**src/tpt_pkg.sv**
```systemverilog
package tpt_pkg;

    localparam int ADDR_W    = 16;
    localparam int OUTCOME_W = 2;
    localparam int COUNT_W   = 32;
    localparam logic [COUNT_W-1:0] COUNT_MAX = '1;

    localparam int TLB_ENTRIES_DEF = 16;
    localparam int PAGE_COUNT_DEF  = 256;
    localparam int OFFSET_BITS_DEF = 8;
    localparam int FRAME_W_DEF     = ADDR_W - OFFSET_BITS_DEF;
    localparam int PT_DEPTH_DEF    = PAGE_COUNT_DEF;

    typedef enum logic [OUTCOME_W-1:0] {
        OUTCOME_TLB_HIT = 2'd0,
        OUTCOME_PT_HIT  = 2'd1,
        OUTCOME_FAULT   = 2'd2
    } outcome_t;

    typedef enum logic [1:0] {
        ST_CLEAR,
        ST_IDLE,
        ST_LOOK,
        ST_RESOLVE
    } state_t;

    // commands from the sequencer to the page table
    typedef struct packed {
        logic rd_en;
        logic wr_en;
    } pt_cmd_t;

endpackage

```
**src/tpt_req_if.sv**
```systemverilog
interface tpt_req_if;

    logic                      valid;
    logic                      ready;
    logic [tpt_pkg::ADDR_W-1:0] logical_address;

    modport source (output valid, output logical_address, input ready);
    modport sink   (input valid, input logical_address, output ready);

endinterface

```
**src/tpt_rsp_if.sv**
```systemverilog
interface tpt_rsp_if;

    logic                         valid;
    logic                         ready;
    logic [tpt_pkg::ADDR_W-1:0]    physical_address;
    logic [tpt_pkg::OUTCOME_W-1:0] outcome;
    logic [tpt_pkg::COUNT_W-1:0]   hit_count;
    logic [tpt_pkg::COUNT_W-1:0]   miss_count;
    logic [tpt_pkg::COUNT_W-1:0]   fault_count;

    modport source (
        output valid, output physical_address, output outcome,
        output hit_count, output miss_count, output fault_count,
        input  ready
    );
    modport sink (
        input  valid, input physical_address, input outcome,
        input  hit_count, input miss_count, input fault_count,
        output ready
    );

endinterface

```
**src/tpt_tlb_cell.sv**
```systemverilog
module tpt_tlb_cell #(
    parameter int TAG_W   = tpt_pkg::FRAME_W_DEF,
    parameter int FRAME_W = tpt_pkg::FRAME_W_DEF
) (
    input  logic               clk,
    input  logic               rst_n,
    input  logic               shift_en,
    input  logic               prev_valid,
    input  logic [TAG_W-1:0]   prev_tag,
    input  logic [FRAME_W-1:0] prev_frame,
    input  logic [TAG_W-1:0]   key,
    input  logic               hit_in,
    input  logic [FRAME_W-1:0] frame_in,
    output logic               entry_valid,
    output logic [TAG_W-1:0]   entry_tag,
    output logic [FRAME_W-1:0] entry_frame,
    output logic               hit_out,
    output logic [FRAME_W-1:0] frame_out
);

    logic               valid_reg;
    logic [TAG_W-1:0]   tag_reg;
    logic [FRAME_W-1:0] frame_reg;
    logic               match;

    always_ff @(posedge clk or negedge rst_n)
    begin
        if (!rst_n)
        begin
            valid_reg <= 1'b0;
        end
        else if (shift_en)
        begin
            valid_reg <= prev_valid;
        end
    end

    // take the neighbor's entry; the last cell's entry drops out
    always_ff @(posedge clk)
    begin
        if (shift_en)
        begin
            tag_reg   <= prev_tag;
            frame_reg <= prev_frame;
        end
    end

    // tags are unique in the chain, so an OR of the matching frame is enough
    assign match       = valid_reg && (tag_reg == key);
    assign hit_out     = hit_in | match;
    assign frame_out   = frame_in | (match ? frame_reg : '0);
    assign entry_valid = valid_reg;
    assign entry_tag   = tag_reg;
    assign entry_frame = frame_reg;

endmodule

```
**src/tpt_page_table.sv**
```systemverilog
module tpt_page_table #(
    parameter int DEPTH   = tpt_pkg::PT_DEPTH_DEF,
    parameter int FRAME_W = tpt_pkg::FRAME_W_DEF
) (
    input  logic                     clk,
    input  logic                     rst_n,
    input  tpt_pkg::pt_cmd_t         cmd,
    input  logic [$clog2(DEPTH)-1:0] rd_addr,
    input  logic [$clog2(DEPTH)-1:0] wr_addr,
    input  logic [FRAME_W-1:0]       wr_frame,
    output logic                     rd_valid,
    output logic [FRAME_W-1:0]       rd_frame,
    output logic                     table_ready
);

    localparam int AW = $clog2(DEPTH);

    logic [FRAME_W:0]   pt_mem [DEPTH];
    logic [FRAME_W:0]   rd_data_reg;
    logic [AW-1:0]      clr_idx_reg;
    logic               clearing_reg;

    always_ff @(posedge clk or negedge rst_n)
    begin
        if (!rst_n)
        begin
            clr_idx_reg  <= '0;
            clearing_reg <= 1'b1;
        end
        else if (clearing_reg)
        begin
            if (clr_idx_reg == AW'(DEPTH - 1))
            begin
                clearing_reg <= 1'b0;
            end
            else
            begin
                clr_idx_reg <= clr_idx_reg + 1'b1;
            end
        end
    end

    // entry is {valid, frame}; the sweep after reset zeroes every valid bit
    always_ff @(posedge clk)
    begin
        if (clearing_reg)
        begin
            pt_mem[clr_idx_reg] <= '0;
        end
        else if (cmd.wr_en)
        begin
            pt_mem[wr_addr] <= {1'b1, wr_frame};
        end
    end

    always_ff @(posedge clk)
    begin
        if (cmd.rd_en)
        begin
            rd_data_reg <= pt_mem[rd_addr];
        end
    end

    assign rd_valid    = rd_data_reg[FRAME_W];
    assign rd_frame    = rd_data_reg[FRAME_W-1:0];
    assign table_ready = !clearing_reg;

endmodule

```
**src/tlb_page_table_translate_unit.sv**
```systemverilog
// Channel   Dir  Payload                                             Transfer
// request   in   logical_address[15:0]                               valid && ready
// response  out  physical_address, outcome, hit/miss/fault_count     valid && ready
//
// Each accepted address passes a lookup step, which searches the TLB cell chain
// and reads the page table, and a resolve step, which resolves and writes back; the next
// address can be accepted in the resolve step while the response register is free.
// After reset the page table sweeps the valid bits of all PT_DEPTH entries (256 by
// default) before the first address is taken.
// A result held in the response register stalls only the resolve step.
module tlb_page_table_translate_unit #(
    parameter int TLB_ENTRIES = tpt_pkg::TLB_ENTRIES_DEF,
    parameter int PAGE_COUNT  = tpt_pkg::PAGE_COUNT_DEF,
    parameter int OFFSET_BITS = tpt_pkg::OFFSET_BITS_DEF
) (
    input  logic       clk,
    input  logic       rst_n,
    tpt_req_if.sink    request,
    tpt_rsp_if.source  response
);

    localparam int ADDR_W   = tpt_pkg::ADDR_W;
    localparam int COUNT_W  = tpt_pkg::COUNT_W;
    localparam int PN_W     = ADDR_W - OFFSET_BITS;
    localparam int PW       = (PN_W > 0) ? PN_W : 1;
    localparam int PT_DEPTH = (PAGE_COUNT < (1 << PW)) ? PAGE_COUNT : (1 << PW);
    localparam int PT_W     = $clog2(PT_DEPTH);
    localparam int DIV_L    = $clog2(PAGE_COUNT);
    localparam int SH       = PW + DIV_L;
    localparam int RECIP    = int'((64'd1 << SH) / PAGE_COUNT);
    localparam int PROD_W   = 2 * PW + 1;

    tpt_pkg::state_t   state_reg, state_next;
    tpt_pkg::pt_cmd_t  pt_cmd;
    tpt_pkg::outcome_t outcome_res;

    logic in_ready, in_fire, out_free, look_en, finish, fault;

    logic [PW-1:0]          in_page;
    logic [PROD_W-1:0]      prod;
    logic [PW-1:0]          page_reg;
    logic [OFFSET_BITS-1:0] offset_reg;
    logic [PW-1:0]          q_reg;
    logic [PW:0]            r_wide;
    logic [PW:0]            r_mod;
    logic [PT_W-1:0]        pidx;
    logic [PT_W-1:0]        pidx_reg;

    logic                   tlb_hit_reg;
    logic [PW-1:0]          tlb_frame_reg;
    logic                   pt_rd_valid;
    logic [PW-1:0]          pt_rd_frame;
    logic                   pt_ready;

    logic [PW-1:0]          frame_res;
    logic [PW-1:0]          next_free_reg, next_free_next;
    logic [COUNT_W-1:0]     hits_reg, hits_next;
    logic [COUNT_W-1:0]     misses_reg, misses_next;
    logic [COUNT_W-1:0]     faults_reg, faults_next;

    logic                   out_valid_reg, out_valid_next;
    logic [ADDR_W-1:0]      phys_reg;
    tpt_pkg::outcome_t      outcome_reg;
    logic [COUNT_W-1:0]     hit_out_reg, miss_out_reg, fault_out_reg;

    logic                   cell_valid [TLB_ENTRIES];
    logic [PW-1:0]          cell_tag   [TLB_ENTRIES];
    logic [PW-1:0]          cell_frame [TLB_ENTRIES];
    logic                   acc_hit    [TLB_ENTRIES+1];
    logic [PW-1:0]          acc_frame  [TLB_ENTRIES+1];

    // ---------------- sequencer ----------------
    assign out_free = !out_valid_reg || response.ready;
    assign in_fire  = request.valid && in_ready;

    always_comb
    begin
        state_next = state_reg;
        unique case (state_reg)
            tpt_pkg::ST_CLEAR:
            begin
                if (pt_ready)
                begin
                    state_next = tpt_pkg::ST_IDLE;
                end
            end
            tpt_pkg::ST_IDLE:
            begin
                if (in_fire)
                begin
                    state_next = tpt_pkg::ST_LOOK;
                end
            end
            tpt_pkg::ST_LOOK:
            begin
                state_next = tpt_pkg::ST_RESOLVE;
            end
            tpt_pkg::ST_RESOLVE:
            begin
                if (out_free)
                begin
                    state_next = in_fire ? tpt_pkg::ST_LOOK : tpt_pkg::ST_IDLE;
                end
            end
        endcase
    end

    always_comb
    begin
        in_ready = 1'b0;
        look_en  = 1'b0;
        finish   = 1'b0;
        unique case (state_reg)
            tpt_pkg::ST_CLEAR:
            begin
                in_ready = 1'b0;
            end
            tpt_pkg::ST_IDLE:
            begin
                in_ready = 1'b1;
            end
            tpt_pkg::ST_LOOK:
            begin
                look_en = 1'b1;
            end
            tpt_pkg::ST_RESOLVE:
            begin
                finish   = out_free;
                in_ready = out_free;
            end
        endcase
    end

    assign request.ready = in_ready;

    // ---------------- address split and page index ----------------
    assign in_page = PW'(request.logical_address >> OFFSET_BITS);
    // quotient estimate by reciprocal, at most one low
    assign prod    = PROD_W'(in_page) * PROD_W'(RECIP);

    always_ff @(posedge clk)
    begin
        if (in_fire)
        begin
            page_reg   <= in_page;
            offset_reg <= request.logical_address[OFFSET_BITS-1:0];
            q_reg      <= PW'(prod >> SH);
        end
    end

    always_comb
    begin
        r_wide = (PW+1)'(page_reg) - (PW+1)'(q_reg * PAGE_COUNT);
        if (32'(r_wide) >= PAGE_COUNT)
        begin
            r_mod = r_wide - (PW+1)'(PAGE_COUNT);
        end
        else
        begin
            r_mod = r_wide;
        end
        pidx = PT_W'(r_mod);
    end

    // ---------------- TLB cell chain ----------------
    assign acc_hit[0]   = 1'b0;
    assign acc_frame[0] = '0;

    for (genvar i = 0; i < TLB_ENTRIES; i++)
    begin : g_cell
        logic          prev_valid;
        logic [PW-1:0] prev_tag;
        logic [PW-1:0] prev_frame;

        if (i == 0)
        begin : g_head
            assign prev_valid = 1'b1;
            assign prev_tag   = page_reg;
            assign prev_frame = frame_res;
        end
        else
        begin : g_body
            assign prev_valid = cell_valid[i-1];
            assign prev_tag   = cell_tag[i-1];
            assign prev_frame = cell_frame[i-1];
        end

        tpt_tlb_cell #(
            .TAG_W   (PW),
            .FRAME_W (PW)
        ) u_cell (
            .clk         (clk),
            .rst_n       (rst_n),
            .shift_en    (finish && !tlb_hit_reg),
            .prev_valid  (prev_valid),
            .prev_tag    (prev_tag),
            .prev_frame  (prev_frame),
            .key         (page_reg),
            .hit_in      (acc_hit[i]),
            .frame_in    (acc_frame[i]),
            .entry_valid (cell_valid[i]),
            .entry_tag   (cell_tag[i]),
            .entry_frame (cell_frame[i]),
            .hit_out     (acc_hit[i+1]),
            .frame_out   (acc_frame[i+1])
        );
    end

    always_ff @(posedge clk)
    begin
        if (look_en)
        begin
            tlb_hit_reg   <= acc_hit[TLB_ENTRIES];
            tlb_frame_reg <= acc_frame[TLB_ENTRIES];
            pidx_reg      <= pidx;
        end
    end

    // ---------------- page table ----------------
    assign pt_cmd.rd_en = look_en;
    assign pt_cmd.wr_en = finish && fault;

    tpt_page_table #(
        .DEPTH   (PT_DEPTH),
        .FRAME_W (PW)
    ) u_page_table (
        .clk         (clk),
        .rst_n       (rst_n),
        .cmd         (pt_cmd),
        .rd_addr     (pidx),
        .wr_addr     (pidx_reg),
        .wr_frame    (next_free_reg),
        .rd_valid    (pt_rd_valid),
        .rd_frame    (pt_rd_frame),
        .table_ready (pt_ready)
    );

    // ---------------- resolve ----------------
    assign fault = !tlb_hit_reg && !pt_rd_valid;

    always_comb
    begin
        priority if (tlb_hit_reg)
        begin
            frame_res   = tlb_frame_reg;
            outcome_res = tpt_pkg::OUTCOME_TLB_HIT;
        end
        else if (pt_rd_valid)
        begin
            frame_res   = pt_rd_frame;
            outcome_res = tpt_pkg::OUTCOME_PT_HIT;
        end
        else
        begin
            frame_res   = next_free_reg;
            outcome_res = tpt_pkg::OUTCOME_FAULT;
        end
    end

    always_comb
    begin
        hits_next      = hits_reg;
        misses_next    = misses_reg;
        faults_next    = faults_reg;
        next_free_next = next_free_reg;
        if (finish)
        begin
            unique case (outcome_res)
                tpt_pkg::OUTCOME_TLB_HIT:
                begin
                    if (hits_reg != tpt_pkg::COUNT_MAX)
                    begin
                        hits_next = hits_reg + 1'b1;
                    end
                end
                tpt_pkg::OUTCOME_PT_HIT:
                begin
                    if (misses_reg != tpt_pkg::COUNT_MAX)
                    begin
                        misses_next = misses_reg + 1'b1;
                    end
                end
                tpt_pkg::OUTCOME_FAULT:
                begin
                    next_free_next = next_free_reg + 1'b1;
                    if (faults_reg != tpt_pkg::COUNT_MAX)
                    begin
                        faults_next = faults_reg + 1'b1;
                    end
                end
                default:
                begin
                    next_free_next = next_free_reg;
                end
            endcase
        end
    end

    always_comb
    begin
        if (finish)
        begin
            out_valid_next = 1'b1;
        end
        else if (response.ready)
        begin
            out_valid_next = 1'b0;
        end
        else
        begin
            out_valid_next = out_valid_reg;
        end
    end

    always_ff @(posedge clk or negedge rst_n)
    begin
        if (!rst_n)
        begin
            state_reg     <= tpt_pkg::ST_CLEAR;
            next_free_reg <= '0;
            hits_reg      <= '0;
            misses_reg    <= '0;
            faults_reg    <= '0;
            out_valid_reg <= 1'b0;
        end
        else
        begin
            state_reg     <= state_next;
            next_free_reg <= next_free_next;
            hits_reg      <= hits_next;
            misses_reg    <= misses_next;
            faults_reg    <= faults_next;
            out_valid_reg <= out_valid_next;
        end
    end

    always_ff @(posedge clk)
    begin
        if (finish)
        begin
            phys_reg      <= ADDR_W'({frame_res, offset_reg});
            outcome_reg   <= outcome_res;
            hit_out_reg   <= hits_next;
            miss_out_reg  <= misses_next;
            fault_out_reg <= faults_next;
        end
    end

    assign response.valid            = out_valid_reg;
    assign response.physical_address = phys_reg;
    assign response.outcome          = outcome_reg;
    assign response.hit_count        = hit_out_reg;
    assign response.miss_count       = miss_out_reg;
    assign response.fault_count      = fault_out_reg;

`ifndef SYNTHESIS
    a_fire_enters_look: assert property (@(posedge clk) disable iff (!rst_n)
        in_fire |=> state_reg == tpt_pkg::ST_LOOK)
        else $error("accepted address did not enter lookup");

    a_no_accept_while_clearing: assert property (@(posedge clk) disable iff (!rst_n)
        state_reg == tpt_pkg::ST_CLEAR |-> !in_ready)
        else $error("address accepted during page table sweep");

    a_fault_allocates: assert property (@(posedge clk) disable iff (!rst_n)
        (finish && fault) |=> next_free_reg == PW'($past(next_free_reg) + 1'b1))
        else $error("page fault did not advance the free frame");

    a_one_counter_moves: assert property (@(posedge clk) disable iff (!rst_n)
        $countones({hits_next != hits_reg, misses_next != misses_reg,
                    faults_next != faults_reg}) <= (finish ? 1 : 0))
        else $error("counters moved without a single resolved address");
`endif

endmodule

```
**src/flat_wrapper.sv**
```systemverilog
// flat-port wrapper written by rule: the top's interface ports become plain ports
module tlb_page_table_translate_unit_flat 
#(
    parameter int TLB_ENTRIES = tpt_pkg::TLB_ENTRIES_DEF,
    parameter int PAGE_COUNT  = tpt_pkg::PAGE_COUNT_DEF,
    parameter int OFFSET_BITS = tpt_pkg::OFFSET_BITS_DEF
)
  (clk, rst_n, request_valid, request_logical_address, request_ready, response_valid, response_physical_address, response_outcome, response_hit_count, response_miss_count, response_fault_count, response_ready);
  tpt_req_if request_i ();
  tpt_rsp_if response_i ();
  input  logic clk;
  input  logic rst_n;
  input wire logic [$bits(request_i.valid)-1:0] request_valid;
  input wire logic [$bits(request_i.logical_address)-1:0] request_logical_address;
  output wire logic [$bits(request_i.ready)-1:0] request_ready;
  output wire logic [$bits(response_i.valid)-1:0] response_valid;
  output wire logic [$bits(response_i.physical_address)-1:0] response_physical_address;
  output wire logic [$bits(response_i.outcome)-1:0] response_outcome;
  output wire logic [$bits(response_i.hit_count)-1:0] response_hit_count;
  output wire logic [$bits(response_i.miss_count)-1:0] response_miss_count;
  output wire logic [$bits(response_i.fault_count)-1:0] response_fault_count;
  input wire logic [$bits(response_i.ready)-1:0] response_ready;
  assign request_i.valid = request_valid;
  assign request_i.logical_address = request_logical_address;
  assign request_ready = request_i.ready;
  assign response_valid = response_i.valid;
  assign response_physical_address = response_i.physical_address;
  assign response_outcome = response_i.outcome;
  assign response_hit_count = response_i.hit_count;
  assign response_miss_count = response_i.miss_count;
  assign response_fault_count = response_i.fault_count;
  assign response_i.ready = response_ready;
  tlb_page_table_translate_unit #(.TLB_ENTRIES(TLB_ENTRIES), .PAGE_COUNT(PAGE_COUNT), .OFFSET_BITS(OFFSET_BITS)) u_core (.clk(clk), .rst_n(rst_n), .request(request_i), .response(response_i));
endmodule
```
**config.mk**
```make
export PLATFORM = sky130hd
export DESIGN_NAME = tlb_page_table_translate_unit_flat
export DESIGN_NICKNAME = d
export VERILOG_FILES = /design/src/tpt_pkg.sv /design/src/tpt_req_if.sv /design/src/tpt_rsp_if.sv /design/src/tpt_tlb_cell.sv /design/src/tpt_page_table.sv /design/src/tlb_page_table_translate_unit.sv /design/src/flat_wrapper.sv
export SDC_FILE = /design/constraint.sdc
export NUM_CORES = 2
export LEC_CHECK = 0
export ABC_CLOCK_PERIOD_IN_PS = 11900
export CORE_MARGIN = 2
export CORE_UTILIZATION = 33
export CTS_CLUSTER_SIZE = 10
export DETAILED_ROUTE_END_ITERATION = 16
export DONT_BUFFER_PORTS = 1
export HOLD_SLACK_MARGIN = 0.05
export PLACE_DENSITY = 0.52
export SYNTH_ARGS = -nofsm -noshare
export SYNTH_HDL_FRONTEND = slang
export SYNTH_SLANG_ARGS = --single-unit
```
**constraint.sdc**
```tcl
create_clock -name clk -period 11.9 [get_ports clk]
set_input_delay 0.595 -clock clk [delete_from_list [all_inputs] [get_ports clk]]
set_output_delay 0.595 -clock clk [all_outputs]
set_load 0.05 [all_outputs]
```
After elaboration in Yosys (flattened, before gate mapping)

Memory sizes are Yosys's and may differ from the RTL's. A register that Yosys moved wholly into a read port is not among the register bits.
Index checks and enable logic that the tools add are counted.

Register bits after elaboration: 535
Memory bits (writable): 2,304
Input port bits: 20
Output and inout port bits: 116
Memories kept: 1

Add/sub/neg operators: 6
$lt $le $gt $ge: 1
Equal/unequal tests: 28
Muxes and demuxes: 50
Bitwise operators: 31
Reductions and logical operators: 31

Memory list:

| memory                     | words | width | read ports | clocked after memory_dff | write ports | RTL line             | text |
|---|---|---|---|---|---|---|---|
| u_core.u_page_table.pt_mem | 256   | 9     | 1          | 1                        | 1           | tpt_page_table.sv:18 | `logic [FRAME_W:0] pt_mem [DEPTH];` |

Operator list:

| kind                                                                                 | number |
|---|---|
| 32-bit two-way mux                                                                   | 9 |
| 8-bit two-way mux                                                                    | 20 |
| 8-bit equality test                                                                  | 16 |
| 8-bit OR                                                                             | 15 |
| 32-bit by 1-bit adder with 32-bit output (second input constant)                     | 3 |
| 32-bit != test (second input constant)                                               | 3 |
| 1-bit logical AND                                                                    | 20 |
| 8-bit by 1-bit adder with 8-bit output (second input constant)                       | 2 |
| 1-bit OR                                                                             | 15 |
| 1-bit two-way mux                                                                    | 12 |
| 2-bit two-way mux                                                                    | 6 |
| 8-bit by 9-bit greater-or-equal comparator with 1-bit output (second input constant) | 1 |
| 9-bit two-way mux                                                                    | 1 |
| 9-bit OR reduction                                                                   | 1 |
| 8-bit equality test (second input constant)                                          | 1 |
| 2-bit case mux with 4 select lines                                                   | 1 |
| 8-bit by 1-bit subtractor with 8-bit output (second input constant)                  | 1 |
| 2-bit equality test (second input constant)                                          | 3 |
| 2-bit by 1-bit equality test with 1-bit output (second input constant)               | 2 |
| 2-bit logical NOT                                                                    | 2 |
| 2-bit by 1-bit != test with 1-bit output (second input constant)                     | 2 |
| 2-bit AND reduction                                                                  | 2 |
| 1-bit logical NOT                                                                    | 3 |
| 3-bit AND reduction                                                                  | 1 |
| other kinds (5)                                                                      | 5 |

Longest topological paths before layout

Depth after elaboration: 18
Gate-level depth with buffers: 12
Depth with buffers taken out: 8

Cells and area by module

Synthesis repeated with hierarchy kept, for this count alone.

Cell total of the unflattened synthesis: 5,747
Area total of the unflattened synthesis: 112,218.9 sq um

By module, submodules not included:

| module                        | instances | cells an instance | area an instance (sq um) |
|---|---|---|---|
| tpt_page_table                | 1         | 4,206             | 90,403.0 |
| tpt_tlb_cell                  | 16        | 55                | 749.5 |
| tlb_page_table_translate_unit | 1         | 661               | 9,824.4 |

Worst setup path after synthesis

OpenSTA, ideal clock, no wires.

Path kind: register -> register
Start point: reg u_core.out_valid_reg, in the netlist u_core.response.valid
End point: reg u_core.g_cell[10].u_cell.valid_reg
Setup time: 104 ps
Data arrival time: 9,470 ps
Path slack: 2,326 ps
Cell stages (with the launch flop): 6
Path buffers: 2
Clock period less this slack: 9,574 ps
Path through: dfrtp_1 -> nor2b_1 -> nor4_1 -> buf_2 -> buf_1 -> mux2_2

Longest elaborated chain between the ends: 4

RTL lines:

| item                                 | RTL line                             | text |
|---|---|---|
| from (decl)                          | tlb_page_table_translate_unit.sv:61  | `logic out_valid_reg, out_valid_next;` |
| from (signal assigned)               | tlb_page_table_translate_unit.sv:333 | `out_valid_reg <= out_valid_next;` |
| 1-bit logical NOT                    | tlb_page_table_translate_unit.sv:73  | `assign out_free = !out_valid_reg \|\| response.ready;` |
| 1-bit logical OR                     | tlb_page_table_translate_unit.sv:73  |  |
| 1-bit two-way mux                    | tlb_page_table_translate_unit.sv:113 | `unique case (state_reg)` |
| 1-bit logical AND                    | --                                   |  |
| via u_core.g_cell[0].u_cell.shift_en | tpt_tlb_cell.sv:7                    | `input logic shift_en,` |
| to (signal assigned)                 | tpt_tlb_cell.sv:34                   | `valid_reg <= prev_valid;` |
| to (decl)                            | tpt_tlb_cell.sv:21                   | `logic valid_reg;` |

The timed path passes the listed nets, and every way through them passes these cells.
A chain may end at the register's enable or synchronous reset.

Worst setup path after layout

Start point: reg u_core.page_reg[0], in the netlist u_core.g_cell[0].prev_tag[0]
End point: reg u_core.u_page_table.rd_data_reg[8] (read register of u_core.u_page_table.pt_mem), data pin

Longest elaborated chain between the ends: 2
Elaborated cells on any way between the ends: 3
Classes of those cells: add/sub: 1; order compare: 1; mux: 1

RTL lines:

| item                                                                                                                               | RTL line                                                                   | text |
|---|---|---|
| from (decl)                                                                                                                        | tlb_page_table_translate_unit.sv:41                                        | `logic [PW-1:0] page_reg;` |
| from (signal assigned)                                                                                                             | tlb_page_table_translate_unit.sv:145                                       | `page_reg <= in_page;` |
| 8-bit by 1-bit subtractor with 8-bit output / 8-bit by 9-bit greater-or-equal comparator with 1-bit output (equally long branches) | tlb_page_table_translate_unit.sv:156, tlb_page_table_translate_unit.sv:154 |  |
| 8-bit two-way mux *                                                                                                                | tlb_page_table_translate_unit.sv:154                                       | `if (32'(r_wide) >= PAGE_COUNT)` |
| to (decl)                                                                                                                          | tpt_page_table.sv:19                                                       | `logic [FRAME_W:0] rd_data_reg;` |

Mark *: on every way between the ends. The rest lies on a longest branch, timed or not.

==> impl_results.md <==
- Hold Path End: u_core.state_reg[0]
- Worst Reg-to-Reg Cells: 7
- Clock Path Buffers: 4
- Die Wd: 582 um
- GRT overflow: 0
- Syn Std Cell Area: 0.110 mm^2
- Slowest stage cell on the critical path: nor4_1
- CTS H-tree lvls: 5
- CP arrival: 5.69 ns
- MaxCap Viol Count: 0
- Gate power share: 10.9%
- CP bufs+invs: 2
- Worst-path clk slew: 0.06 ns
- Power per cell area: 193 mW/mm^2
- Clock power frac: 38.0%
- Max reg flops: 2304
- Drt via density: 5.30
- Routed wire length: 283000 um
- Hold Crit Class: in -> reg
- Clock Skews: 0.0652 ns
- Filler cells: 30100
- Gr usage total: 16.4%
- Worst path depth: 7
- PortBufs: 0
- Switching pwr: 6440 uW
- Worst Setup SP: u_core.g_cell[0].prev_tag[0]
- Most common cell on crit path: nor4_1
- Gr busiest metal: met2
- CP Launch Type: register
- Initial antenna violation count: 13
- DRT iter0 DRCs: 5340
- Lkg Pwr: 0.0388 uW
- DIE HEIGHT: 582 um
- DR vias: 54200
- Max-slew violations: 0
- Crit path time final: 5.14 ns
- Warnings, synthesis: 0
- Row count: 212
- Sequential Power Share: 51.1%
- Avg Cell Area, Syn: 20.1 um^2
- Commonest non-fill, non-tap cells in the layout: edfxtp_1 (2716), mux4_2 (477), clkbuf_16 (336)
- Worst R2R End: u_core.u_page_table.rd_data_reg[8]
- Worst-margin pin slew: 1.40 ns
- Worst path required time: 12.45 ns
- P_int: 17700 uW
- Setup Viol. Count Final: 0
- Cells taking the most area after synthesis: edfxtp_1 (74%), mux4_2 (9.7%), dfrtp_1 (3.0%)
- Family with the most delay on the worst path: simple AND/OR/NAND/NOR gates
- Max frequency: 0.195 GHz
- Seq/Total Area, Yosys: 76.9%
- Grt met2 use: 26.3%
- Number of synthesized flops with an enable pin: 2716
- Setup CP Type: reg -> reg
- Root Driver: clkbuf_16
- Unrepaired setup endpoints after global routing: no
- Yosys reg bits: 2848
- Cell count after synthesis: 5493
- Sw Ratio: 26.7%
- WL/cell: 27.7 um
- TritonCTS buffer count: 331
- Layout Utilization: 37.5%
- Post-synth ARST share: 4.63%
- Setup tns final: 0 ns
- Ports: 136
- First-pass GRT wire length: 408000 um
- Starting Density: 33.1%
- Hold Startpoint: response_ready
- Most common cell after layout, fill and taps aside: edfxtp_1
- Crit Path Max Fanout: 70
- Iteration count of the initial detailed-routing pass: 5
- Unique masters post-synth: 81
- Sink Count: 2848
- WHS Path Cells: 2
- CP peak stage delay: 1.13 ns
- TritonCTS clock tree: built
- Core area: 0.333 mm^2
- Final ANT Viol Nets: 0
- Worst vdd ir: 0.000104 V
- P&R area growth vs syn: 13.2%
- Syn nets: 5518
- Status: complete, no violations
- Met3 usage: 2.97%
- Residual DRC count: 0
- Gpl congestion: 0.802
- Die area: 0.339 mm^2
- Area share of the largest cell type after synthesis: 73.9%
- Worst R2R Setup Slack: 6.76 ns
- Largest net degree at the start of global routing: 205
- Number of global-route vias before repair: 55400
- Final hold vios: 0
- Worst setup EP type: register
- Biggest register: u_core.u_page_table.pt_mem
- Fin nets: 5726
- Worst path cell trace: buf_12 -> buf_4 -> mux4_2 -> a2111oi_0 -> a211oi_1 -> nor4_1 -> nor4_1
- HPWL Detailed: 167000 um
- Leading area contributor after synthesis: edfxtp_1
- Max_slew headroom: 5.86%
- Launch point of the worst reg-to-reg path: u_core.g_cell[0].prev_tag[0]
- Fraction of layout cells with a size suffix above 1: 18.8%
- Met1 Use GR: 23.0%
- Worst-Skew Late Latency: 0.93 ns
- Primary FF master, synth: edfxtp_1
- Final period utilization: 43.2%
-- timing repair --
action | 4_1_cts | 5_1_grt
buffers inserted | 0 | 0
setup endpoints to repair | 0 | 0
endpoints found under the hold margin | 150 | 0
resized for setup | 0 | 0
hold buffers | 20 | 0
-- routing by layer --
metal	wire length, um	vias to the layer above
met4	7140	2
met5	13	-
li1	-	22900
met1	123000	29000
met3	18700	408
met2	135000	1955
-- layout make-up --
cell class                 instances  area [um^2]  area share [%]
clock buffer                     439         8810            7.06
multi-input combinational       2327        23500            18.8
timing repair buffer             171         1480            1.19
inverter                          22         82.6          0.0661
tap                             4387         5490            4.40
antenna                            1         2.50         0.00200
clock inverter                    42          658           0.527
sequential                      2848        84900            68.0
-- cells by family after synthesis --
kind of cell    Yosys count  synth area share, %
buf+inv                 318                 1.96
mux                     702                 11.8
fa+ha+maj                 5               0.0567
xor+xnor                235                 1.87
flops                  2848                 76.9
compound gates          577                 3.77
simple gates            808                 3.62
-- worst max-delay path by stage --
stage | endpoint
floorplan | u_core.g_cell[10].u_cell.entry_valid
global placement | u_core.u_page_table.rd_data_reg[5]
detailed placement | u_core.u_page_table.pt_mem[64][2]
CTS | u_core.u_page_table.pt_mem[245][2]
global route | u_core.u_page_table.pt_mem[245][2]
finish | u_core.u_page_table.rd_data_reg[8]
-- through the flow --
| step | cells | hold slack [ns] | setup WS, ns | area (um^2) | power (uW) |
|---|---|---|---|---|---|
| after global placement | 9730 | 0.309 | 5.85 | 115000 | 15200 |
| after floorplan | 5493 | 0.299 | 2.33 | 110000 | 14300 |
| after CTS | 10200 | 0.0841 | 6.66 | 125000 | 24400 |
| final | 10200 | 0.160 | 6.76 | 125000 | 24100 |
| after detailed placement | 9735 | 0.310 | 6.64 | 115000 | 15200 |
| after global routing | 10200 | 0.165 | 6.48 | 125000 | 24900 |
-- power groups by stage --
| stage | sequential [uW] | combinational (uW) | clock (uW) |
|---|---|---|---|
| 6_report | 12300 | 2630 | 9170 |
| 5_1_grt | 12400 | 2800 | 9740 |
| 4_1_cts | 12300 | 2670 | 9370 |
| 3_5_place_dp | 12500 | 2650 | 0 |
| 3_3_place_gp | 12500 | 2620 | 0 |
| 2_1_floorplan | 12600 | 1740 | 0 |
-- synthesized netlist by cell type, drive strengths merged, types with 47 or more instances --
cell type,number
mux4,477
a21oi,111
nor3,86
xor2,61
buf,221
a22oi,192
nand2,128
nor2,301
mux2i,204
nand3,70
nand4,60
nor4,47
clkbuf,75
xnor2,174
dfrtp,131
edfxtp,2716
o22ai,54
-- worst register-to-register path, delay by kind of cell, from the launching register on --
kind,cells,cell delay [ns]
flops,1,0.76
mux,1,0.70
buf+inv,2,1.40
simple gates,2,1.32
compound gates,2,0.60
No activity file was read; power rests on OpenSTA's default activity.
